<file path="src/hdl/utv_pkg.sv">
// Shared types for the UTF-8 text validator: byte classes and the queued item.
package utv_pkg;

  // Class of one received byte, decided in the front part.
  typedef enum logic [2:0] {
    KIND_NUL       = 3'd0,
    KIND_ASCII_OK  = 3'd1,
    KIND_ASCII_BAD = 3'd2,
    KIND_LEAD2     = 3'd3,
    KIND_LEAD3     = 3'd4,
    KIND_LEAD4     = 3'd5,
    KIND_INVALID   = 3'd6
  } byte_kind_t;

  // One classified byte as it travels from the front part to the back part.
  typedef struct packed {
    byte_kind_t  kind;
    logic        is_cont;
    logic [5:0]  low_bits;
  } utv_item_t;

  // The queue between the two parts.
  localparam int unsigned QUEUE_DEPTH = 2;
  localparam int unsigned QUEUE_AW    = 1;
  localparam int unsigned QUEUE_CW    = 2;

endpackage

</file>
<file path="src/hdl/utv_front.sv">
// Front part: accepts text bytes and classifies each one for the decoder.
module utv_front import utv_pkg::*; (
  input  logic [7:0]  text_byte,
  input  logic        in_valid,
  input  logic        queue_full,
  output logic        in_stall,
  output logic        push,
  output utv_item_t   push_item
);

  localparam logic [7:0] ASCII_LOW  = 8'h20;
  localparam logic [7:0] ASCII_DEL  = 8'h7F;
  localparam logic [7:0] LEAD2_LO   = 8'hC2;
  localparam logic [7:0] LEAD2_HI   = 8'hDF;
  localparam logic [7:0] LEAD3_LO   = 8'hE0;
  localparam logic [7:0] LEAD3_HI   = 8'hEF;
  localparam logic [7:0] LEAD4_LO   = 8'hF0;
  localparam logic [7:0] LEAD4_HI   = 8'hF4;
  localparam logic [1:0] CONT_TAG   = 2'b10;

  byte_kind_t kind;

  always_comb begin
    if (text_byte == 8'h00) begin
      kind = KIND_NUL;
    end else if (text_byte[7] == 1'b0) begin
      if (text_byte < ASCII_LOW || text_byte == ASCII_DEL) begin
        kind = KIND_ASCII_BAD;
      end else begin
        kind = KIND_ASCII_OK;
      end
    end else if (text_byte >= LEAD2_LO && text_byte <= LEAD2_HI) begin
      kind = KIND_LEAD2;
    end else if (text_byte >= LEAD3_LO && text_byte <= LEAD3_HI) begin
      kind = KIND_LEAD3;
    end else if (text_byte >= LEAD4_LO && text_byte <= LEAD4_HI) begin
      kind = KIND_LEAD4;
    end else begin
      kind = KIND_INVALID;
    end
  end

  assign in_stall            = queue_full;
  assign push                = in_valid && !queue_full;
  assign push_item.kind      = kind;
  assign push_item.is_cont   = (text_byte[7:6] == CONT_TAG);
  assign push_item.low_bits  = text_byte[5:0];

endmodule

</file>
<file path="src/hdl/utv_queue.sv">
// Short queue of classified bytes between the front and back parts.
module utv_queue import utv_pkg::*; (
  input  logic       clk,
  input  logic       rst,
  input  logic       push,
  input  utv_item_t  push_item,
  output logic       full,
  output logic       head_valid,
  output utv_item_t  head_item,
  input  logic       pop_ready
);

  utv_item_t               slots [QUEUE_DEPTH];
  logic [QUEUE_AW-1:0]     wr_ptr;
  logic [QUEUE_AW-1:0]     rd_ptr;
  logic [QUEUE_CW-1:0]     count;
  logic                    pop;

  assign full       = (count == QUEUE_CW'(QUEUE_DEPTH));
  assign head_valid = (count != '0);
  assign head_item  = slots[rd_ptr];
  assign pop        = head_valid && pop_ready;

  always_ff @(posedge clk) begin
    if (push) begin
      slots[wr_ptr] <= push_item;
    end
    if (rst) begin
      wr_ptr <= '0;
      rd_ptr <= '0;
      count  <= '0;
    end else begin
      if (push) begin
        wr_ptr <= wr_ptr + QUEUE_AW'(1);
      end
      if (pop) begin
        rd_ptr <= rd_ptr + QUEUE_AW'(1);
      end
      case ({push, pop})
        2'b10:   count <= count + QUEUE_CW'(1);
        2'b01:   count <= count - QUEUE_CW'(1);
        default: count <= count;
      endcase
    end
  end

endmodule

</file>
<file path="src/hdl/utv_back.sv">
// Back part: decode state, capacity register and the registered verdict.
module utv_back import utv_pkg::*; #(
  parameter int unsigned MAX_CAPACITY = 256
) (
  input  logic       clk,
  input  logic       rst,
  input  logic       cfg_write,
  input  logic [8:0] text_capacity,
  input  logic       head_valid,
  input  utv_item_t  head_item,
  output logic       pop_ready,
  output logic       out_valid,
  input  logic       out_stall,
  output logic       text_ok,
  output logic [8:0] text_length
);

  localparam int unsigned CW_RAW = $clog2(MAX_CAPACITY + 1);
  localparam int unsigned EW     = (CW_RAW > 9) ? CW_RAW : 9;
  localparam int unsigned CNT_W  = $clog2(MAX_CAPACITY);
  localparam int unsigned CAP_RESET = (MAX_CAPACITY < 256) ? MAX_CAPACITY : 256;

  localparam logic [20:0] MIN_CLASS1 = 21'h000080;
  localparam logic [20:0] MIN_CLASS2 = 21'h000800;
  localparam logic [20:0] MIN_CLASS3 = 21'h010000;
  localparam logic [20:0] MAX_POINT  = 21'h10FFFF;
  localparam logic [20:0] SURR_LO    = 21'h00D800;
  localparam logic [20:0] SURR_HI    = 21'h00DFFF;
  localparam logic [20:0] CTRL_LIMIT = 21'h000020;
  localparam logic [20:0] C1_LO      = 21'h00007F;
  localparam logic [20:0] C1_HI      = 21'h00009F;
  localparam logic [5:0]  MASK2      = 6'h1F;
  localparam logic [5:0]  MASK3      = 6'h0F;
  localparam logic [5:0]  MASK4      = 6'h07;

  function automatic logic [20:0] class_min(input logic [1:0] k);
    logic [20:0] m;
    case (k)
      2'd1:    m = MIN_CLASS1;
      2'd2:    m = MIN_CLASS2;
      2'd3:    m = MIN_CLASS3;
      default: m = '0;
    endcase
    return m;
  endfunction

  function automatic logic point_bad(input logic [20:0] p, input logic [20:0] lo);
    return (p < lo) || (p > MAX_POINT) || (p >= SURR_LO && p <= SURR_HI) ||
           (p < CTRL_LIMIT) || (p >= C1_LO && p <= C1_HI);
  endfunction

  // Capacity is clamped once, when it is written.
  logic [EW-1:0]    cap_eff;
  logic [EW-1:0]    cap_raw;
  logic [EW-1:0]    cap_clamped;

  logic [CNT_W-1:0] byte_count, byte_count_next;
  logic [1:0]       bytes_left, bytes_left_next;
  logic [20:0]      code_point, code_point_next;
  logic [1:0]       min_class, min_class_next;
  logic             seen_error, seen_error_next;

  logic             result_fire;
  logic             ok_next;
  logic [EW-1:0]    length_next;
  logic [EW-1:0]    count_ext;
  logic [EW-1:0]    count_inc;
  logic [20:0]      shifted;
  logic             advance;

  assign cap_raw = EW'(text_capacity);

  always_comb begin
    if (cap_raw == '0) begin
      cap_clamped = EW'(1);
    end else if (cap_raw > EW'(MAX_CAPACITY)) begin
      cap_clamped = EW'(MAX_CAPACITY);
    end else begin
      cap_clamped = cap_raw;
    end
  end

  // The verdict register frees up when it is empty or its transaction completes.
  assign pop_ready = !out_valid || !out_stall;
  assign advance   = head_valid && pop_ready;

  assign count_ext = EW'(byte_count);
  assign count_inc = count_ext + EW'(1);
  assign shifted   = {code_point[14:0], head_item.low_bits};

  always_comb begin
    byte_count_next = byte_count;
    bytes_left_next = bytes_left;
    code_point_next = code_point;
    min_class_next  = min_class;
    seen_error_next = seen_error;
    result_fire     = 1'b0;
    ok_next         = 1'b0;
    length_next     = cap_eff;

    if (head_item.kind == KIND_NUL) begin
      result_fire = 1'b1;
      if (count_ext >= cap_eff) begin
        ok_next     = 1'b0;
        length_next = cap_eff;
      end else begin
        ok_next     = !seen_error && (bytes_left == 2'd0);
        length_next = count_ext;
      end
      byte_count_next = '0;
      bytes_left_next = '0;
      code_point_next = '0;
      min_class_next  = '0;
      seen_error_next = 1'b0;
    end else begin
      if (!seen_error) begin
        if (bytes_left == 2'd0) begin
          case (head_item.kind)
            KIND_ASCII_OK: begin
            end
            KIND_LEAD2: begin
              code_point_next = 21'(head_item.low_bits & MASK2);
              bytes_left_next = 2'd1;
              min_class_next  = 2'd1;
            end
            KIND_LEAD3: begin
              code_point_next = 21'(head_item.low_bits & MASK3);
              bytes_left_next = 2'd2;
              min_class_next  = 2'd2;
            end
            KIND_LEAD4: begin
              code_point_next = 21'(head_item.low_bits & MASK4);
              bytes_left_next = 2'd3;
              min_class_next  = 2'd3;
            end
            default: begin
              seen_error_next = 1'b1;
            end
          endcase
        end else if (!head_item.is_cont) begin
          seen_error_next = 1'b1;
          bytes_left_next = 2'd0;
        end else begin
          code_point_next = shifted;
          bytes_left_next = bytes_left - 2'd1;
          if (bytes_left == 2'd1) begin
            if (point_bad(shifted, class_min(min_class))) begin
              seen_error_next = 1'b1;
            end
            min_class_next = 2'd0;
          end
        end
      end

      if (count_inc >= cap_eff) begin
        // The buffer filled without a terminator.
        result_fire     = 1'b1;
        ok_next         = 1'b0;
        length_next     = cap_eff;
        byte_count_next = '0;
        bytes_left_next = '0;
        code_point_next = '0;
        min_class_next  = '0;
        seen_error_next = 1'b0;
      end else begin
        byte_count_next = count_inc[CNT_W-1:0];
      end
    end
  end

  always_ff @(posedge clk) begin
    if (rst) begin
      cap_eff    <= EW'(CAP_RESET);
      byte_count <= '0;
      bytes_left <= '0;
      code_point <= '0;
      min_class  <= '0;
      seen_error <= 1'b0;
      out_valid  <= 1'b0;
    end else begin
      if (cfg_write) begin
        cap_eff <= cap_clamped;
      end
      if (advance) begin
        byte_count <= byte_count_next;
        bytes_left <= bytes_left_next;
        code_point <= code_point_next;
        min_class  <= min_class_next;
        seen_error <= seen_error_next;
      end
      if (pop_ready) begin
        out_valid <= advance && result_fire;
      end
    end
  end

  always_ff @(posedge clk) begin
    if (advance && result_fire) begin
      text_ok     <= ok_next;
      text_length <= length_next[8:0];
    end
  end

endmodule

</file>
<file path="src/hdl/utf8_text_validator_unit.sv">
// Top level of the streaming UTF-8 text validator.
//
// Bytes of a NUL-terminated string enter on text_byte, one per transaction
// (in_valid high and in_stall low at a clock edge). A front stage classifies
// each byte and pushes it into a two-entry queue; the back stage pops one
// byte per cycle while no verdict is held by out_stall, updates the decode
// state and the byte count, and loads a verdict (text_ok, text_length) into
// an output register when the string ends at its NUL or the capacity fills.
// The verdict leaves on out_valid/out_stall; the ending byte is registered in
// the queue and then the verdict in the output register. Throughput is one
// byte per cycle, set by the back-stage decode step, unless a verdict stalls.
// The capacity is written on cfg_valid/cfg_ready (ready is always high) and
// should only change while no string is in flight. Values of zero count as
// one and values above MAX_CAPACITY count as MAX_CAPACITY.
// Reset sets the capacity to 256 (or MAX_CAPACITY if smaller), clears the
// decode state and empties the queue and the output register.
// While a verdict waits with out_stall high it holds, the back stage pauses,
// and in_stall rises once the queue holds two bytes.
module utf8_text_validator_unit import utv_pkg::*; #(
  parameter int unsigned MAX_CAPACITY = 256
) (
  input  logic       clk,
  input  logic       rst,
  input  logic       cfg_valid,
  output logic       cfg_ready,
  input  logic [8:0] text_capacity,
  input  logic       in_valid,
  output logic       in_stall,
  input  logic [7:0] text_byte,
  output logic       out_valid,
  input  logic       out_stall,
  output logic       text_ok,
  output logic [8:0] text_length
);

  logic       push;
  utv_item_t  push_item;
  logic       queue_full;
  logic       head_valid;
  utv_item_t  head_item;
  logic       pop_ready;

  assign cfg_ready = 1'b1;

  utv_front u_front (
    .text_byte  (text_byte),
    .in_valid   (in_valid),
    .queue_full (queue_full),
    .in_stall   (in_stall),
    .push       (push),
    .push_item  (push_item)
  );

  utv_queue u_queue (
    .clk        (clk),
    .rst        (rst),
    .push       (push),
    .push_item  (push_item),
    .full       (queue_full),
    .head_valid (head_valid),
    .head_item  (head_item),
    .pop_ready  (pop_ready)
  );

  utv_back #(
    .MAX_CAPACITY (MAX_CAPACITY)
  ) u_back (
    .clk           (clk),
    .rst           (rst),
    .cfg_write     (cfg_valid && cfg_ready),
    .text_capacity (text_capacity),
    .head_valid    (head_valid),
    .head_item     (head_item),
    .pop_ready     (pop_ready),
    .out_valid     (out_valid),
    .out_stall     (out_stall),
    .text_ok       (text_ok),
    .text_length   (text_length)
  );

endmodule
</file>
<file path="config.mk">
export PLATFORM = sky130hd
export DESIGN_NAME = utf8_text_validator_unit
export DESIGN_NICKNAME = d
export VERILOG_FILES = /design/src/hdl/utv_pkg.sv /design/src/hdl/utv_front.sv /design/src/hdl/utv_queue.sv /design/src/hdl/utv_back.sv /design/src/hdl/utf8_text_validator_unit.sv
export SDC_FILE = /design/constraint.sdc
export NUM_CORES = 1
export LEC_CHECK = 0
export ABC_AREA = 1
export BUFFER_PORTS_ARGS = -buffer_cell sky130_fd_sc_hd__buf_2
export CORE_MARGIN = 1.5
export CORE_UTILIZATION = 50
export DETAILED_ROUTE_END_ITERATION = 10
export GPL_ROUTABILITY_DRIVEN = 0
export PLACE_DENSITY = 0.74
export SETUP_SLACK_MARGIN = 0.1
export SYNTH_ARGS = -nofsm -noshare
export SYNTH_HDL_FRONTEND = slang
export SYNTH_SLANG_ARGS = --single-unit
</file>
<file path="constraint.sdc">
create_clock -name clk -period 2.68 [get_ports clk]
set_input_delay 0.268 -clock clk [delete_from_list [all_inputs] [get_ports clk]]
set_output_delay 0.268 -clock clk [all_outputs]
set_load 0.1 [all_outputs]
</file>
==> results of run 1 <==
layout make-up:
class	count	area [µm²]	share of cell area
well taps	105	131	0.0257
clock buffers	13	139	0.0272
flip-flops and latches	73	1770	0.346
repair buffers	60	410	0.0802
inverters	72	273	0.0533
clock inverters	3	18.8	0.00367
multi-input cells	389	2370	0.464
critical path, cell delays in order, from the launching register on:
cell	delay, ps
dfxtp_2	360
inv_2	60
nor3_4	220
nand3_2	150
nor3_4	170
xor2_1	210
ha_1	280
nand2_2	110
inv_2	40
nand2_2	60
nand2_2	50
a21oi_4	140
buf_6	120
nand4_4	140
nand2_8	140
nand2_8	100
nand2_8	130
nand2_1	70
a21oi_1	190
path summary, 6_finish.rpt:
check / start / endpoint / depth (start not counted) / slack (ps)
setup / recovery: u_back.byte_count[0]$_SDFFE_PP0P_ / u_back.code_point[11]$_SDFFE_PP0P_ / 18 / -160
hold / removal: text_byte[2] / u_queue.slots[0][2]$_DFFE_PP_ / 1 / 130
setup reg to reg: u_back.byte_count[0]$_SDFFE_PP0P_ / u_back.code_point[11]$_SDFFE_PP0P_ / 18 / -160
hold reg to reg: u_queue.rd_ptr$_SDFFE_PP0P_ / flop / 1 / 460
synthesized netlist by cell type, types with 2 or more instances:
| cell type | n |
|---|---|
| o21ai_1 | 8 |
| nand2_1 | 144 |
| clkbuf_1 | 6 |
| ha_1 | 23 |
| nor4_1 | 2 |
| dfxtp_1 | 43 |
| nor3_1 | 8 |
| buf_6 | 4 |
| o21ai_2 | 2 |
| nand3b_1 | 3 |
| clkinv_1 | 2 |
| nand3_1 | 23 |
| or2_2 | 3 |
| o21ai_0 | 18 |
| inv_2 | 4 |
| nor2_1 | 52 |
| xor2_1 | 4 |
| a21oi_1 | 48 |
| nand2_2 | 5 |
| inv_1 | 65 |
| buf_2 | 3 |
| nand4_1 | 20 |
| nand2_4 | 3 |
| edfxtp_1 | 30 |
repair_timing:
item,CTS,global route
gates cloned,4,1
endpoints found under the setup margin,36,39
resized for setup,38,49
pin swaps,31,30
setup buffers,10,5
registers in the layout, indices dropped and copies added, names as in the netlist, named ones only:
name,flops
u_back.byte_count,8
u_back.bytes_left,2
u_back.cap_eff,9
u_back.code_point,15
u_back.min_class,2
u_back.out_valid,1
u_back.seen_error,1
u_back.text_length,9
u_back.text_ok,1
u_queue.count,2
u_queue.rd_ptr,1
u_queue.slots,20
u_queue.wr_ptr,1
cells by family (layout without fill, tap and decap cells):
kind of cell	count (synthesis)	count (layout)	share of synthesized area
AOI/OAI and AO/OA	86	86	0.114
and+or+nand+nor	271	275	0.295
xor gates and xnor gates	4	4	0.00844
adders and majority gates	23	23	0.0694
buffers and inverters	86	148	0.0875
DFF	73	73	0.425
other	1	1	0.000904
through the flow:
step	instance area (µm²)	cells	setup slack, ps	TNS [ps]
2_1_floorplan	4150	544	104	0
3_3_place_gp	4460	679	-6.35	-6.35
3_5_place_dp	4460	679	-89.5	-995
4_1_cts	4850	709	5.54	0
5_1_grt	5110	715	-279	-7770
6_report	5110	715	-160	-2350
power by group through the flow:
| stage | Clock (mW) | Sequential (mW) | Combinational [mW] |
|---|---|---|---|
| 2_1_floorplan | 0 | 1.75 | 1.28 |
| 3_3_place_gp | 0 | 1.52 | 1.85 |
| 3_5_place_dp | 0 | 1.52 | 1.89 |
| 4_1_cts | 0.735 | 1.50 | 2.14 |
| 5_1_grt | 0.781 | 1.53 | 2.58 |
| 6_report | 0.723 | 1.51 | 2.39 |
layer usage:
layer  routed length [µm]  up-vias
li1                     -     1917
met1                 4240     1782
met2                 5100      120
met3                  510       20
met4                  174        0
met5                    0        -
==> results.ini, run 1 <==
[run_status]
status=complete, but fails checks
failed_checks=setup timing

[synth]
yosysUniqueCellTypes=45
synth_area_leaders=edfxtp_1 22%, dfxtp_1 21%, nand2_1 13%
synth-edff-count=30
syn_area_mm2=0.00415
synthArstFlopShare=0
yosysTopAreaCell=edfxtp_1
yosysWarnings=0
syn_area_per_cell_um2=7.63
synthesis.nets=589
synth_cells=544
yosysSeqAreaShare=0.425
synth_flop_cell=dfxtp_1
ys_seq_elements=73
synth_top_cell_area_share=0.217

[detailed_routing]
avgRoutedWirePerCell_um=14.0
via_per_inst=5.37
dr.pass1.iters=5
drt_iter0_markers=198
wl_um=10000
dr_total_vias=3839
detail-route-antenna-nets=0
drt_drc_violations_left=0

[floorplanning]
die-area_mm2=0.00885
die_y_um=94.1
pin_count=35
start_util=0.510
row_count=33
fp.coreArea_mm2=0.00813
dieWidth_um=94.1

[timing]
fin_ws_ps=-160
period_needed_ps=2840
slew_headroom=0.429
fmax_mhz=352
fin_crit_sh=1.06
worst_pin_slew_ps=853
hold_viol_final=0
clock_skew_ps=8.75
drv_slew=0
rsz0062_at_grt=true
finalSetupViolCount=35
holdWs_ps=131

[global_routing]
grt-busiest-layer=met2
antenna_found_initial=0
use_met3=0.0372
grt_pass1_wl_um=15300
grt_pass1_vias=3440
grt_overflow_total=0
met1_usage=0.279
grt_use_met2=0.374
grt_usage=0.221
grt_max_degree=19

[worst_hold_path]
hp-class=input pin to flop

[power]
pwr-share-comb=0.517
p_leak_nw=2.22
vdd_drop_max_v=0.000616
swShare=0.470
power.total_mw=4.62
p_per_area_mw_per_mm2=904
p_sw_mw=2.17
internal_power_mw=2.45
seq_power_share=0.326
clkPwrFrac=0.156

[final_layout]
fillCellCount=649
final_common_cell=nand2_1
utilization=0.629
drive_gt1_frac=0.264
antenna_cells=0
area_growth_pct=23.3
final_cell_mix=122 x nand2_1, 61 x inv_1, 49 x nor2_1, 40 x dfxtp_1
final_nets=650

[clock_network]
insertion_delay_ps=350
clkTransAtPathRegs_ps=70
clock_path_buffers=2
cts_max_level=3
cts_made_buffers=9
cts_sinks=73
cts_tree=built
clockRootBuffer=clkbuf_8
cts-hold-fix-buffers=0

[place]
port_buffers=33
hpwl_um=6540

[critical_path]
critical_path_class=flop to flop
cp_max_fo=7
arrival_ps=3100
crit_path_end_kind=flop
crit_required_ps=2940
start_kind=flop

[run]
cap_viol_max_count=0

No activity file was read; power rests on OpenSTA's default activity.
==> run 2: changes to the inputs <==
--- a/config.mk
+++ b/config.mk
@@ -7,6 +7,7 @@
 export LEC_CHECK = 0
 export ABC_AREA = 1
 export BUFFER_PORTS_ARGS = -buffer_cell sky130_fd_sc_hd__buf_2
+export CORE_ASPECT_RATIO = 1.75
 export CORE_MARGIN = 1.5
 export CORE_UTILIZATION = 50
 export DETAILED_ROUTE_END_ITERATION = 10
==> run 2 against run 1 <==
  * The run ends with DRC, setup timing left
  * Routed wire length is 5.5% higher
  * Clock skew is 0.80 ps higher
  * First-iteration DRC count grew 120%
  * Sequential cell count stayed put
  * Critical path depth fell by 2
  * Utilization grew 2.2 points
  * Hold slack better by 13 ps
  * Cell count fell by 2.2%
  * Power is 11% higher
  * Critical path type unchanged
==> results.ini, run 2 (synthesis results as in run 1) <==
[timing]
rsz0062_at_grt=true
slew_headroom=0.190  ; -0.239
worst_pin_slew_ps=1210  ; +360 ps
period_needed_ps=2820  ; -24.4 ps
hold_viol_final=0  ; unchanged
holdWs_ps=145  ; +13.2 ps
fmax_mhz=355  ; +0.87%
drv_slew=0  ; unchanged
fin_ws_ps=-135  ; +24.4 ps
clock_skew_ps=9.55  ; +0.805 ps
fin_crit_sh=1.05  ; -0.00911
fin_tns_setup_ps=-2490  ; -139 ps
finalSetupViolCount=36  ; +2.9%

[place]
hpwl_um=7010  ; +7.2%
placed_cells=665  ; -2.1%
dp_slack_ps=-75.7  ; +13.8 ps
port_buffers=33  ; unchanged

[detailed_routing]
wl_met3_um=519  ; +1.8%
detail-route-antenna-nets=0  ; unchanged
drt_drc_violations_left=1  ; +1
dr_total_vias=3950  ; +2.9%
via_per_inst=5.65  ; +5.2%
wl_um=10600  ; +5.5%
top_layer_used=met4
dr.pass1.iters=11  ; +6
drt_iter0_markers=426  ; +120%
met2WireLength_um=5690  ; +12%
wl_met1_um=3940  ; -7.1%
avgRoutedWirePerCell_um=15.1  ; +8.0%

[critical_path]
start_kind=flop
r2r_start=u_back.byte_count[0]$_SDFFE_PP0P_
crit_required_ps=2950  ; about the same
crit_slowest_cell=dfxtp_2
r2r_end=u_back.code_point[8]$_SDFFE_PP0P_
arrival_ps=3090  ; about the same
max_stage_delay_ps=360  ; about the same
critPathTopFamily=simple AND/OR/NAND/NOR gates
r2r_cells=16  ; -2
reg2reg_slack_ps=-140  ; +20 ps
crit_path_end=u_back.code_point[8]$_SDFFE_PP0P_
cp-startpoint=u_back.byte_count[0]$_SDFFE_PP0P_
cp_cell_sequence=inv_2, nor3_4, nand3_2, nor3_4, xor2_1, ha_1, nand2_2, buf_6, nor2_4, nand3b_1, nand3_2, nor2_4, nand2_8, nand2_8, nand2_1, a21oi_1
critical_path_class=flop to flop
cp_max_fo=8  ; +1
worst-path-stages=16  ; -2
critPathBufInv=2  ; -1
crit_path_end_kind=flop

[power]
vdd_drop_max_v=0.000604  ; -1.9%
p_per_area_mw_per_mm2=988  ; +9.4%
p_leak_nw=2.23  ; +0.27%

[global_routing]
grt_pass1_wl_um=15900  ; +4.2%
grt_max_degree=33  ; +14
grt_usage=0.233  ; +0.0120
antenna_found_initial=0  ; unchanged
grt_overflow_total=0  ; unchanged
grt_pass1_vias=3662  ; +6.5%

[final_layout]
drive_gt1_frac=0.245  ; -0.0193
fillCellCount=649  ; unchanged
final_cell_mix=127 x nand2_1, 60 x inv_1, 49 x nor2_1, 41 x dfxtp_1, 39 x a21oi_1
final_nets=649  ; -0.15%
stdcell_count=699  ; -2.2%
antenna_cells=0  ; unchanged
multi_input_area_mm2=0.00232  ; -2.2%
seq_area_mm2=0.00176  ; -0.21%
final_common_cell=nand2_1
largest_register_ffs=20  ; unchanged
largest-register=u_queue.slots
top_regs=u_queue.slots (20), u_back.code_point (15)
area_growth_pct=24.9
utilization=0.651  ; +0.0222

[clock_network]
clkTransAtPathRegs_ps=60  ; about the same
insertion_delay_ps=340  ; about the same
clock_path_buffers=2  ; unchanged
cts_tree=built
clockRootBuffer=clkbuf_16
cts_max_level=3  ; unchanged
cts_sinks=73  ; unchanged
cts_made_buffers=9  ; unchanged

[floorplanning]
row_count=43  ; +30%
pin_count=35  ; unchanged
dieWidth_um=71.9  ; -24%
fp.coreArea_mm2=0.00796  ; -2.1%
die-area_mm2=0.00888  ; +0.24%
die_y_um=124  ; +31%
start_util=0.521  ; +0.0110

[run_status]
failed_checks=DRC, setup timing
status=complete, but fails checks

[run]
cap_viol_max_count=0  ; unchanged

[worst_hold_path]
hp-class=input pin to flop

run 2: layer usage:
layer,up-vias,GRT usage
met3,37,0.0456
met5,-,0
li1,1925,-
met4,0,0.134
met1,1824,0.243
met2,164,0.425
run 2: how the worst min path moves through the flow:
| stage | start | to | depth (start not counted) |
|---|---|---|---|
| 5_1_grt | text_byte[2] | u_queue.slots[0][2]$_DFFE_PP_ | 1 |
| 3_3_place_gp | u_queue.rd_ptr$_SDFFE_PP0P_ | u_queue.rd_ptr$_SDFFE_PP0P_ | 1 |
| 3_5_place_dp | u_queue.rd_ptr$_SDFFE_PP0P_ | u_queue.rd_ptr$_SDFFE_PP0P_ | 1 |
| 2_1_floorplan | text_byte[0] | u_queue.slots[0][0]$_DFFE_PP_ | 0 |
| 6_report | text_byte[0] | u_queue.slots[1][0]$_DFFE_PP_ | 1 |
| 4_1_cts | text_byte[0] | u_queue.slots[1][0]$_DFFE_PP_ | 1 |
run 2: timing repair:
action,in CTS,in global routing
buffers inserted,10,4
endpoints found under the setup margin,36,39
cloned,2,2
pin swaps,14,14
hold buffers,0,0
gates resized for setup,23,45
run 2: area by class of cell:
type	count	share of cell area
well taps	90	0.0217
clock buffers	12	0.0463
multi-input cells	389	0.448
inverters	72	0.0531
repair buffers	59	0.0801
flip-flops and latches	73	0.340
clock inverters	4	0.0101
run 2: per-stage QoR:
stage	power, mW	instance area, µm²
3_5_place_dp	3.43	4440
2_1_floorplan	3.03	4150
3_3_place_gp	3.38	4440
5_1_grt	5.39	5180
4_1_cts	4.83	4960
6_report	5.12	5180
run 2: power breakdown:
part	switching [mW]	leakage [nW]	internal [mW]	total (mW)
logic	1.67	1.46	0.786	2.45
registers	0.134	0.632	1.36	1.50
clock network	0.439	0.141	0.732	1.17
